--- config.mk ---
export PLATFORM = sky130hd
export DESIGN_NAME = integer_calculator_alu
export DESIGN_NICKNAME = d
export VERILOG_FILES = /design/src/sv/ica_pkg.sv /design/src/sv/ica_mdu.sv /design/src/sv/integer_calculator_alu.sv
export SDC_FILE = /design/constraint.sdc
export NUM_CORES = 1
export LEC_CHECK = 0
export BUFFER_PORTS_ARGS = -buffer_cell sky130_fd_sc_hd__buf_2
export CAP_MARGIN = 20
export CORE_UTILIZATION = 30
export DETAILED_ROUTE_END_ITERATION = 6
export PLACE_DENSITY_LB_ADDON = 0.1
export SLEW_MARGIN = 30
export SYNTH_ARGS = -nofsm -noshare
export SYNTH_HDL_FRONTEND = slang
export SYNTH_SLANG_ARGS = --single-unit
--- constraint.sdc ---
create_clock -name i_clk -period 9.18 [get_ports i_clk]
set_input_delay 0.459 -clock i_clk [delete_from_list [all_inputs] [get_ports i_clk]]
set_output_delay 0.459 -clock i_clk [all_outputs]
set_load 0.03 [all_outputs]
--- src/sv/ica_pkg.sv ---
// Package for the integer calculator ALU.
// Holds operator and status codes, sequencer states and the shared-unit request type.
// No dependencies.
package ica_pkg;

    localparam int DATA_WIDTH_DEF = 32;

    typedef enum logic [2:0] {
        FN_ADD  = 3'd0,
        FN_SUB  = 3'd1,
        FN_MUL  = 3'd2,
        FN_DIV  = 3'd3,
        FN_FACT = 3'd4,
        FN_MOD  = 3'd5,
        FN_POW  = 3'd6,
        FN_UNK  = 3'd7
    } t_func;

    typedef enum logic [1:0] {
        ST_OK  = 2'd0,
        ST_ERR = 2'd1,
        ST_UNK = 2'd2,
        ST_RSV = 2'd3
    } t_status;

    typedef enum logic [3:0] {
        S_IDLE,
        S_DECODE,
        S_MUL_WAIT,
        S_DIV_WAIT,
        S_FACT_CHK,
        S_FACT_WAIT,
        S_POW_CHK,
        S_POW_WACC,
        S_POW_WSQ,
        S_FIN
    } t_state;

    typedef enum logic {
        OP_MUL = 1'b0,
        OP_DIV = 1'b1
    } t_mdu_op;

    typedef struct packed {
        logic    start;
        t_mdu_op op;
    } t_mdu_req;

endpackage

--- src/sv/ica_mdu.sv ---
// Bit-serial multiply and restoring divide unit, one bit per cycle.
// Depends on ica_pkg.
module ica_mdu import ica_pkg::*; #(
    parameter int DATA_WIDTH = DATA_WIDTH_DEF
) (
    input  logic                  i_clk,
    input  logic                  i_rst_n,
    input  t_mdu_req              i_req,
    input  logic [DATA_WIDTH-1:0] i_x,
    input  logic [DATA_WIDTH-1:0] i_y,
    output logic                  o_done,
    output logic [DATA_WIDTH-1:0] o_hi,
    output logic [DATA_WIDTH-1:0] o_lo
);

    localparam int CW = $clog2(DATA_WIDTH + 1);

    logic                  r_busy, n_busy;
    logic                  r_done, n_done;
    logic [CW-1:0]         r_cnt, n_cnt;
    t_mdu_op               r_op, n_op;
    logic [DATA_WIDTH-1:0] r_x, n_x;
    logic [DATA_WIDTH-1:0] r_y, n_y;
    logic [DATA_WIDTH-1:0] r_hi, n_hi;
    logic [DATA_WIDTH:0]   w_sh;
    logic [DATA_WIDTH:0]   w_trial;

    always_comb begin
        n_busy  = r_busy;
        n_done  = 1'b0;
        n_cnt   = r_cnt;
        n_op    = r_op;
        n_x     = r_x;
        n_y     = r_y;
        n_hi    = r_hi;
        w_sh    = {r_hi, r_x[DATA_WIDTH-1]};
        w_trial = w_sh - {1'b0, r_y};
        if (r_busy) begin
            if (r_op == OP_MUL) begin
                if (r_y[0]) begin
                    n_hi = r_hi + r_x;
                end
                n_x = {r_x[DATA_WIDTH-2:0], 1'b0};
                n_y = {1'b0, r_y[DATA_WIDTH-1:1]};
            end else begin
                n_hi = w_trial[DATA_WIDTH] ? w_sh[DATA_WIDTH-1:0] : w_trial[DATA_WIDTH-1:0];
                n_x  = {r_x[DATA_WIDTH-2:0], ~w_trial[DATA_WIDTH]};
            end
            n_cnt = r_cnt - CW'(1);
            if (r_cnt == CW'(1)) begin
                n_busy = 1'b0;
                n_done = 1'b1;
            end
        end else if (i_req.start) begin
            n_busy = 1'b1;
            n_cnt  = CW'(DATA_WIDTH);
            n_op   = i_req.op;
            n_x    = i_x;
            n_y    = i_y;
            n_hi   = '0;
        end
    end

    always_ff @(posedge i_clk) begin
        if (!i_rst_n) begin
            r_busy <= 1'b0;
            r_done <= 1'b0;
            r_cnt  <= '0;
        end else begin
            r_busy <= n_busy;
            r_done <= n_done;
            r_cnt  <= n_cnt;
        end
        r_op <= n_op;
        r_x  <= n_x;
        r_y  <= n_y;
        r_hi <= n_hi;
    end

    assign o_done = r_done;
    assign o_hi   = r_hi;
    assign o_lo   = r_x;

endmodule

--- src/sv/integer_calculator_alu.sv ---
// Top level of the integer calculator ALU: sequencer, operand and output registers.
// Depends on ica_pkg and ica_mdu.
//
// One item is in flight at a time; o_in_stall is high from the transfer until the
// result is written to the output register, which then holds it while the next
// item is taken. Add and subtract are computed in the decode state; multiply,
// divide and modulo take one pass through the shared multiply/divide unit, and
// factorial and power run a sequence of multiplies on it. The unit retires one
// operand bit per cycle.
module integer_calculator_alu import ica_pkg::*; #(
    parameter int DATA_WIDTH = DATA_WIDTH_DEF
) (
    input  logic               i_clk,
    input  logic               i_rst_n,
    input  logic               i_in_valid,
    output logic               o_in_stall,
    input  logic [2:0]         i_func,
    input  logic signed [31:0] i_operand_a,
    input  logic signed [31:0] i_operand_b,
    output logic               o_out_valid,
    input  logic               i_out_stall,
    output logic signed [31:0] o_result,
    output logic [1:0]         o_status
);

    localparam int W = DATA_WIDTH;

    t_state         r_state, n_state;
    t_func          r_func, n_func;
    logic [W-1:0]   r_a, n_a;
    logic [W-1:0]   r_b, n_b;
    logic [W-1:0]   r_acc, n_acc;
    logic [W-1:0]   r_sq, n_sq;
    logic [W-1:0]   r_e, n_e;
    logic [W-1:0]   r_i, n_i;
    t_status        r_st, n_st;
    logic           r_out_valid, n_out_valid;
    logic [31:0]    r_result, n_result;
    t_status        r_status, n_status;

    t_mdu_req       w_req;
    logic [W-1:0]   w_mx, w_my;
    logic           w_done;
    logic [W-1:0]   w_hi, w_lo;
    logic           w_neg_a, w_neg_b;
    logic [W-1:0]   w_mag_a, w_mag_b;
    logic [W-1:0]   w_ones;

    assign w_neg_a = r_a[W-1];
    assign w_neg_b = r_b[W-1];
    assign w_mag_a = w_neg_a ? (W'(0) - r_a) : r_a;
    assign w_mag_b = w_neg_b ? (W'(0) - r_b) : r_b;
    assign w_ones  = '1;

    ica_mdu #(.DATA_WIDTH(W)) u_mdu (
        .i_clk   (i_clk),
        .i_rst_n (i_rst_n),
        .i_req   (w_req),
        .i_x     (w_mx),
        .i_y     (w_my),
        .o_done  (w_done),
        .o_hi    (w_hi),
        .o_lo    (w_lo)
    );

    always_comb begin
        n_state     = r_state;
        n_func      = r_func;
        n_a         = r_a;
        n_b         = r_b;
        n_acc       = r_acc;
        n_sq        = r_sq;
        n_e         = r_e;
        n_i         = r_i;
        n_st        = r_st;
        n_out_valid = r_out_valid;
        n_result    = r_result;
        n_status    = r_status;
        w_req.start = 1'b0;
        w_req.op    = OP_MUL;
        w_mx        = r_acc;
        w_my        = r_sq;

        if (r_out_valid && !i_out_stall) begin
            n_out_valid = 1'b0;
        end

        case (r_state)
            S_IDLE: begin
                if (i_in_valid) begin
                    n_func  = t_func'(i_func);
                    n_a     = W'(i_operand_a);
                    n_b     = W'(i_operand_b);
                    n_state = S_DECODE;
                end
            end
            S_DECODE: begin
                n_st    = ST_OK;
                n_state = S_FIN;
                case (r_func)
                    FN_ADD: n_acc = r_a + r_b;
                    FN_SUB: n_acc = r_a - r_b;
                    FN_MUL: begin
                        w_req.start = 1'b1;
                        w_mx        = r_a;
                        w_my        = r_b;
                        n_state     = S_MUL_WAIT;
                    end
                    FN_DIV, FN_MOD: begin
                        if (r_b == '0) begin
                            n_st  = ST_ERR;
                            n_acc = '0;
                        end else begin
                            w_req.start = 1'b1;
                            w_req.op    = OP_DIV;
                            w_mx        = w_mag_a;
                            w_my        = w_mag_b;
                            n_state     = S_DIV_WAIT;
                        end
                    end
                    FN_FACT: begin
                        if (w_neg_a) begin
                            n_st  = ST_ERR;
                            n_acc = '0;
                        end else begin
                            n_acc   = W'(1);
                            n_i     = W'(2);
                            n_state = S_FACT_CHK;
                        end
                    end
                    FN_POW: begin
                        if (w_neg_b) begin
                            if (r_a == '0) begin
                                n_st  = ST_ERR;
                                n_acc = '0;
                            end else if (r_a == W'(1)) begin
                                n_acc = W'(1);
                            end else if (r_a == w_ones) begin
                                n_acc = r_b[0] ? w_ones : W'(1);
                            end else begin
                                n_acc = '0;
                            end
                        end else begin
                            n_acc   = W'(1);
                            n_sq    = r_a;
                            n_e     = r_b;
                            n_state = S_POW_CHK;
                        end
                    end
                    default: begin
                        n_st  = ST_UNK;
                        n_acc = '0;
                    end
                endcase
            end
            S_MUL_WAIT: begin
                if (w_done) begin
                    n_acc   = w_hi;
                    n_state = S_FIN;
                end
            end
            S_DIV_WAIT: begin
                if (w_done) begin
                    if (r_func == FN_DIV) begin
                        n_acc = (w_neg_a != w_neg_b) ? (W'(0) - w_lo) : w_lo;
                    end else begin
                        n_acc = w_neg_a ? (W'(0) - w_hi) : w_hi;
                    end
                    n_state = S_FIN;
                end
            end
            S_FACT_CHK: begin
                if (r_i > r_a || r_acc == '0) begin
                    n_state = S_FIN;
                end else begin
                    w_req.start = 1'b1;
                    w_mx        = r_acc;
                    w_my        = r_i;
                    n_state     = S_FACT_WAIT;
                end
            end
            S_FACT_WAIT: begin
                if (w_done) begin
                    n_acc   = w_hi;
                    n_i     = r_i + W'(1);
                    n_state = S_FACT_CHK;
                end
            end
            S_POW_CHK: begin
                if (r_e == '0) begin
                    n_state = S_FIN;
                end else if (r_e[0]) begin
                    w_req.start = 1'b1;
                    w_mx        = r_acc;
                    w_my        = r_sq;
                    n_state     = S_POW_WACC;
                end else begin
                    w_req.start = 1'b1;
                    w_mx        = r_sq;
                    w_my        = r_sq;
                    n_state     = S_POW_WSQ;
                end
            end
            S_POW_WACC: begin
                if (w_done) begin
                    n_acc       = w_hi;
                    w_req.start = 1'b1;
                    w_mx        = r_sq;
                    w_my        = r_sq;
                    n_state     = S_POW_WSQ;
                end
            end
            S_POW_WSQ: begin
                if (w_done) begin
                    n_sq    = w_hi;
                    n_e     = {1'b0, r_e[W-1:1]};
                    n_state = S_POW_CHK;
                end
            end
            S_FIN: begin
                if (!r_out_valid || !i_out_stall) begin
                    n_out_valid = 1'b1;
                    n_result    = (r_st == ST_OK) ? 32'(r_acc) : 32'd0;
                    n_status    = r_st;
                    n_state     = S_IDLE;
                end
            end
            default: n_state = S_IDLE;
        endcase
    end

    always_ff @(posedge i_clk) begin
        if (!i_rst_n) begin
            r_state     <= S_IDLE;
            r_out_valid <= 1'b0;
        end else begin
            r_state     <= n_state;
            r_out_valid <= n_out_valid;
        end
        r_func   <= n_func;
        r_a      <= n_a;
        r_b      <= n_b;
        r_acc    <= n_acc;
        r_sq     <= n_sq;
        r_e      <= n_e;
        r_i      <= n_i;
        r_st     <= n_st;
        r_result <= n_result;
        r_status <= n_status;
    end

    assign o_in_stall  = (r_state != S_IDLE);
    assign o_out_valid = r_out_valid;
    assign o_result    = r_result;
    assign o_status    = r_status;

endmodule

==> qor.txt <==
status - complete, but fails checks
failing checks - DRC
full die area - 0.08561 mm2
nets - 3,058
PwrDens - 435.8 mW/mm2
H-tree levels - 2
Total Power - 0.01255 W
Initial DRC Count - 2,824
DRC errors left - 6
max cap viols - 0
# resized after CTS - 0
area of the multi-input gates - 0.01434 mm2
Initial Utilization - 30.32%
Lkg Pwr - 10.55 nW
worst r2r src - r_b[0]
clock buffer depth - 3
share of cells above drive strength 1 - 11.06%
std cell rows - 106
YS warnings - 0
ys async rst share - 0%
critical path launch point - r_b[0]
Crit path depth - 19
Setup Crit Path Kind - reg2reg
Critical Path AT - 6.13 ns
top cells by area, synth - edfxtp_1 39%, ha_1 6.7%, o21ai_0 4.3%
register area - 0.01008 mm2
Int Pwr - 0.006207 W
WP buf/inv - 2
VDD IR-drop max - 0.2751 mV
cts hold-fix bufs - 0
Post-Syn Instances - 2,777
FF-to-FF path depth - 19
fmax - 172.7 MHz
clk_lat worst skew - 0.61 ns
Tmin final - 5.789 ns
switching power - 0.006346 W
Fin Setup TNS - 0 ns
Detail Route Antenna Nets - 0
Syn Std Cell Area - 0.02533 mm2
R2R setup slack - 3.39 ns
final hold vios - 0
most common flop cell mapped by yosys - edfxtp_1
Buffers on Ports - 106
core area - 0.08356 mm2
CP Launch Type - register
first-pass GRT wire length - 170,000 um
CP max stage cell - or3b_2
Crit. End Element - register
critical path peak fanout - 7
Worst Setup EP - r_acc[26]
die span in y - 292.6 um
RePlAce Congestion - 0.9824
final worst slack - 3.391 ns
total grt overflow - 0
Syn Area/Cell - 9.122 um2
CTS tree - built
slew at the pin with the worst max-slew slack - 1.208 ns
pin count of the biggest net entering global routing - 74
Top delay family on crit path - simple AND/OR/NAND/NOR gates
pre-CTS setup slack - 3.489 ns
wire per inst - 30.38 um
cells along the critical path - inv_1 -> ha_1 -> or3b_2 -> nand2b_1 -> or3_1 -> or3_1 -> nor3_1 -> nor2_1 -> xnor2_1 -> ha_1 -> a311oi_1 -> o21a_1 -> nor2_1 -> a2111oi_0 -> buf_4 -> o31ai_1 -> nand3_1 -> o21ai_0 -> a211o_1
top cell type by total area after synthesis - edfxtp_1
dpl hpwl - 93,110 um
# fillers - 8,577
register area share after synthesis - 39.79%
IO Count - 107
DR vias/cell - 6.069
mux cell area share after synthesis - 2.356%
Num CTS Buffers - 44
unrepaired setup endpoints after global routing - false
CTS clock-pin slew for the worst setup and hold paths - 0.06 ns
count of different cell masters after synthesis - 84
antenna violations before repair - 4
DR vias - 24,070
switching share of power - 50.55%
worst min path class - in2reg
post-CTS setup buffer count - 0
Synth Register Bits - 340
clock sinks - 340
CP max stage delay - 0.52 ns
post-synthesis compound-gate area fraction - 22.72%
Max Clock Skew - 0.03073 ns
Routed Wire Length - 120,500 um
Yosys top cell area share - 38.76%
Final Core Density - 34.47%
Final period util - 63.06%
clock root buffer - clkbuf_16
chip width - 292.6 um
Area growth syn-to-layout - 13.70%
max_slew headroom - 17.36%
clock network power share - 14.8%
EDFF count, synth - 327
syn nets - 2,987
Critical Path RT - 9.52 ns
Comb power frac - 58.0%
simple-gate portion of the synthesized area - 18.09%
gr usage total - 27.50%
part of the power in registers - 27.2%
Slew Limit Fails - 0
Synth Area in XOR/XNOR - 6.016%
largest family of logic cells by synthesized area - compound AO/OA/AOI/OAI gates
FF-to-FF End - r_acc[26]
Adder-Cell Fraction of Synth Area - 6.954%
DRT Pass-1 Iters - 7
# setup viols final - 0
vias in the first global route - 22,630
## how the worst min path moves through the flow
stage,slack [ns],depth (start not counted),end,start
floorplan,0.43,0,o_status[1],r_st[1]
finish,0.03,1,r_b[21],i_operand_b[21]
global route,0.02,1,r_b[21],i_operand_b[21]
CTS,0.006,1,r_b[21],i_operand_b[21]
detailed placement,0.46,0,o_status[0],r_st[0]
global placement,0.46,0,o_status[1],r_st[1]
## power groups by stage
stage               logic, W  registers (W)  clock network [W]
floorplan            0.00485        0.00290                  0
global placement     0.00706        0.00342                  0
detailed placement   0.00711        0.00342                  0
CTS                  0.00715        0.00339            0.00188
global route         0.00788        0.00344            0.00194
finish               0.00728        0.00342            0.00185
## metal layers
layer  part of all wire [%]  global-route usage [%]  wire [um]
met1                     45                   38.67      53820
met5                  0.022                       0         27
met3                    8.1                   4.864       9757
met2                     43                   41.08      51360
met4                    4.6                   11.99       5544
## area by class of cell
class	count	share of cell area (%)
diodes	4	0.03475
clock buffers	59	4.196
inverters	125	1.629
flip-flops and latches	340	35.01
multi-input cells	2165	49.77
well taps	1080	4.691
repair buffers	172	3.631
clock inverters	22	1.043
## flip-flops by register name, summed over array words and instances (netlist names), 3 cells and up
| name | count |
|---|---|
| r_func | 3 |
| r_a | 32 |
| u_mdu.o_hi | 32 |
| r_state | 4 |
| o_result | 32 |
| r_e | 31 |
| r_i | 32 |
| r_b | 32 |
| u_mdu.o_lo | 32 |
| u_mdu.r_y | 32 |
| r_sq | 32 |
| r_acc | 32 |
| u_mdu.r_cnt | 6 |
## kinds of logic (layout without fill, tap and decap cells)
kind of cell | after synthesis | in the layout
adder cells (fa/ha/maj) | 139 | 139
buffers and inverters | 272 | 378
XOR/XNOR | 174 | 174
AO/OA/AOI/OAI | 879 | 879
flip-flops | 340 | 340
other | 0 | 4
AND/OR/NAND/NOR | 917 | 917
multiplexers | 56 | 56
## synthesized netlist by cell type, drive strengths merged (29+ instances only)
cell / count
edfxtp: 327
nor2: 225
o21ai: 217
nand2: 216
a21oi: 215
ha: 136
clkbuf: 131
inv: 123
xnor2: 109
nand3: 84
nor3: 71
xor2: 65
a21o: 58
and2: 50
nand2b: 42
nor4: 40
or3: 40
nand4: 38
a211oi: 37
o31ai: 37
a221oi: 31
a31oi: 31
and3: 30
mux2: 29
## worst register-to-register path, cell delays in order (launching register included)
cell	delay, ns
edfxtp_1	0.51
inv_1	0.16
ha_1	0.23
or3b_2	0.52
nand2b_1	0.22
or3_1	0.42
or3_1	0.43
nor3_1	0.28
nor2_1	0.09
xnor2_1	0.37
ha_1	0.40
a311oi_1	0.35
o21a_1	0.19
nor2_1	0.06
a2111oi_0	0.51
buf_4	0.22
o31ai_1	0.10
nand3_1	0.10
o21ai_0	0.10
a211o_1	0.29
## through the flow
step | area, um2 | cells | hold WS (ns)
2_1_floorplan | 25330 | 2777 | 0.4272
3_3_place_gp | 27220 | 3881 | 0.4599
3_5_place_dp | 27260 | 3882 | 0.4609
4_1_cts | 28770 | 3963 | 0.006165
5_1_grt | 28790 | 3963 | 0.01710
6_report | 28800 | 3967 | 0.03217
## cells in the final DEF (no fill, tap or decap), drive strengths merged, types with 19 or more instances in the layout
cell type | synthesis | layout
or3 | 40 | 40
inv | 123 | 124
or4 | 19 | 19
a21o | 58 | 58
nor2 | 225 | 225
and3 | 30 | 30
and2 | 50 | 50
xor2 | 65 | 65
a31oi | 31 | 31
nand4 | 38 | 38
a221oi | 31 | 31
mux2i | 27 | 27
xnor2 | 109 | 109
o31ai | 37 | 37
clkbuf | 131 | 59
nor4 | 40 | 40
nand2b | 42 | 42
ha | 136 | 136
nand2 | 216 | 216
edfxtp | 327 | 327
o21ai | 217 | 217
buf | 16 | 172
nor3 | 71 | 71
o211ai | 26 | 26
o21a | 23 | 23
a211oi | 37 | 37
a22oi | 25 | 25
mux2 | 29 | 29
nand3 | 84 | 84
a21oi | 215 | 215
Note: power is estimated with default switching activity, not from simulation.
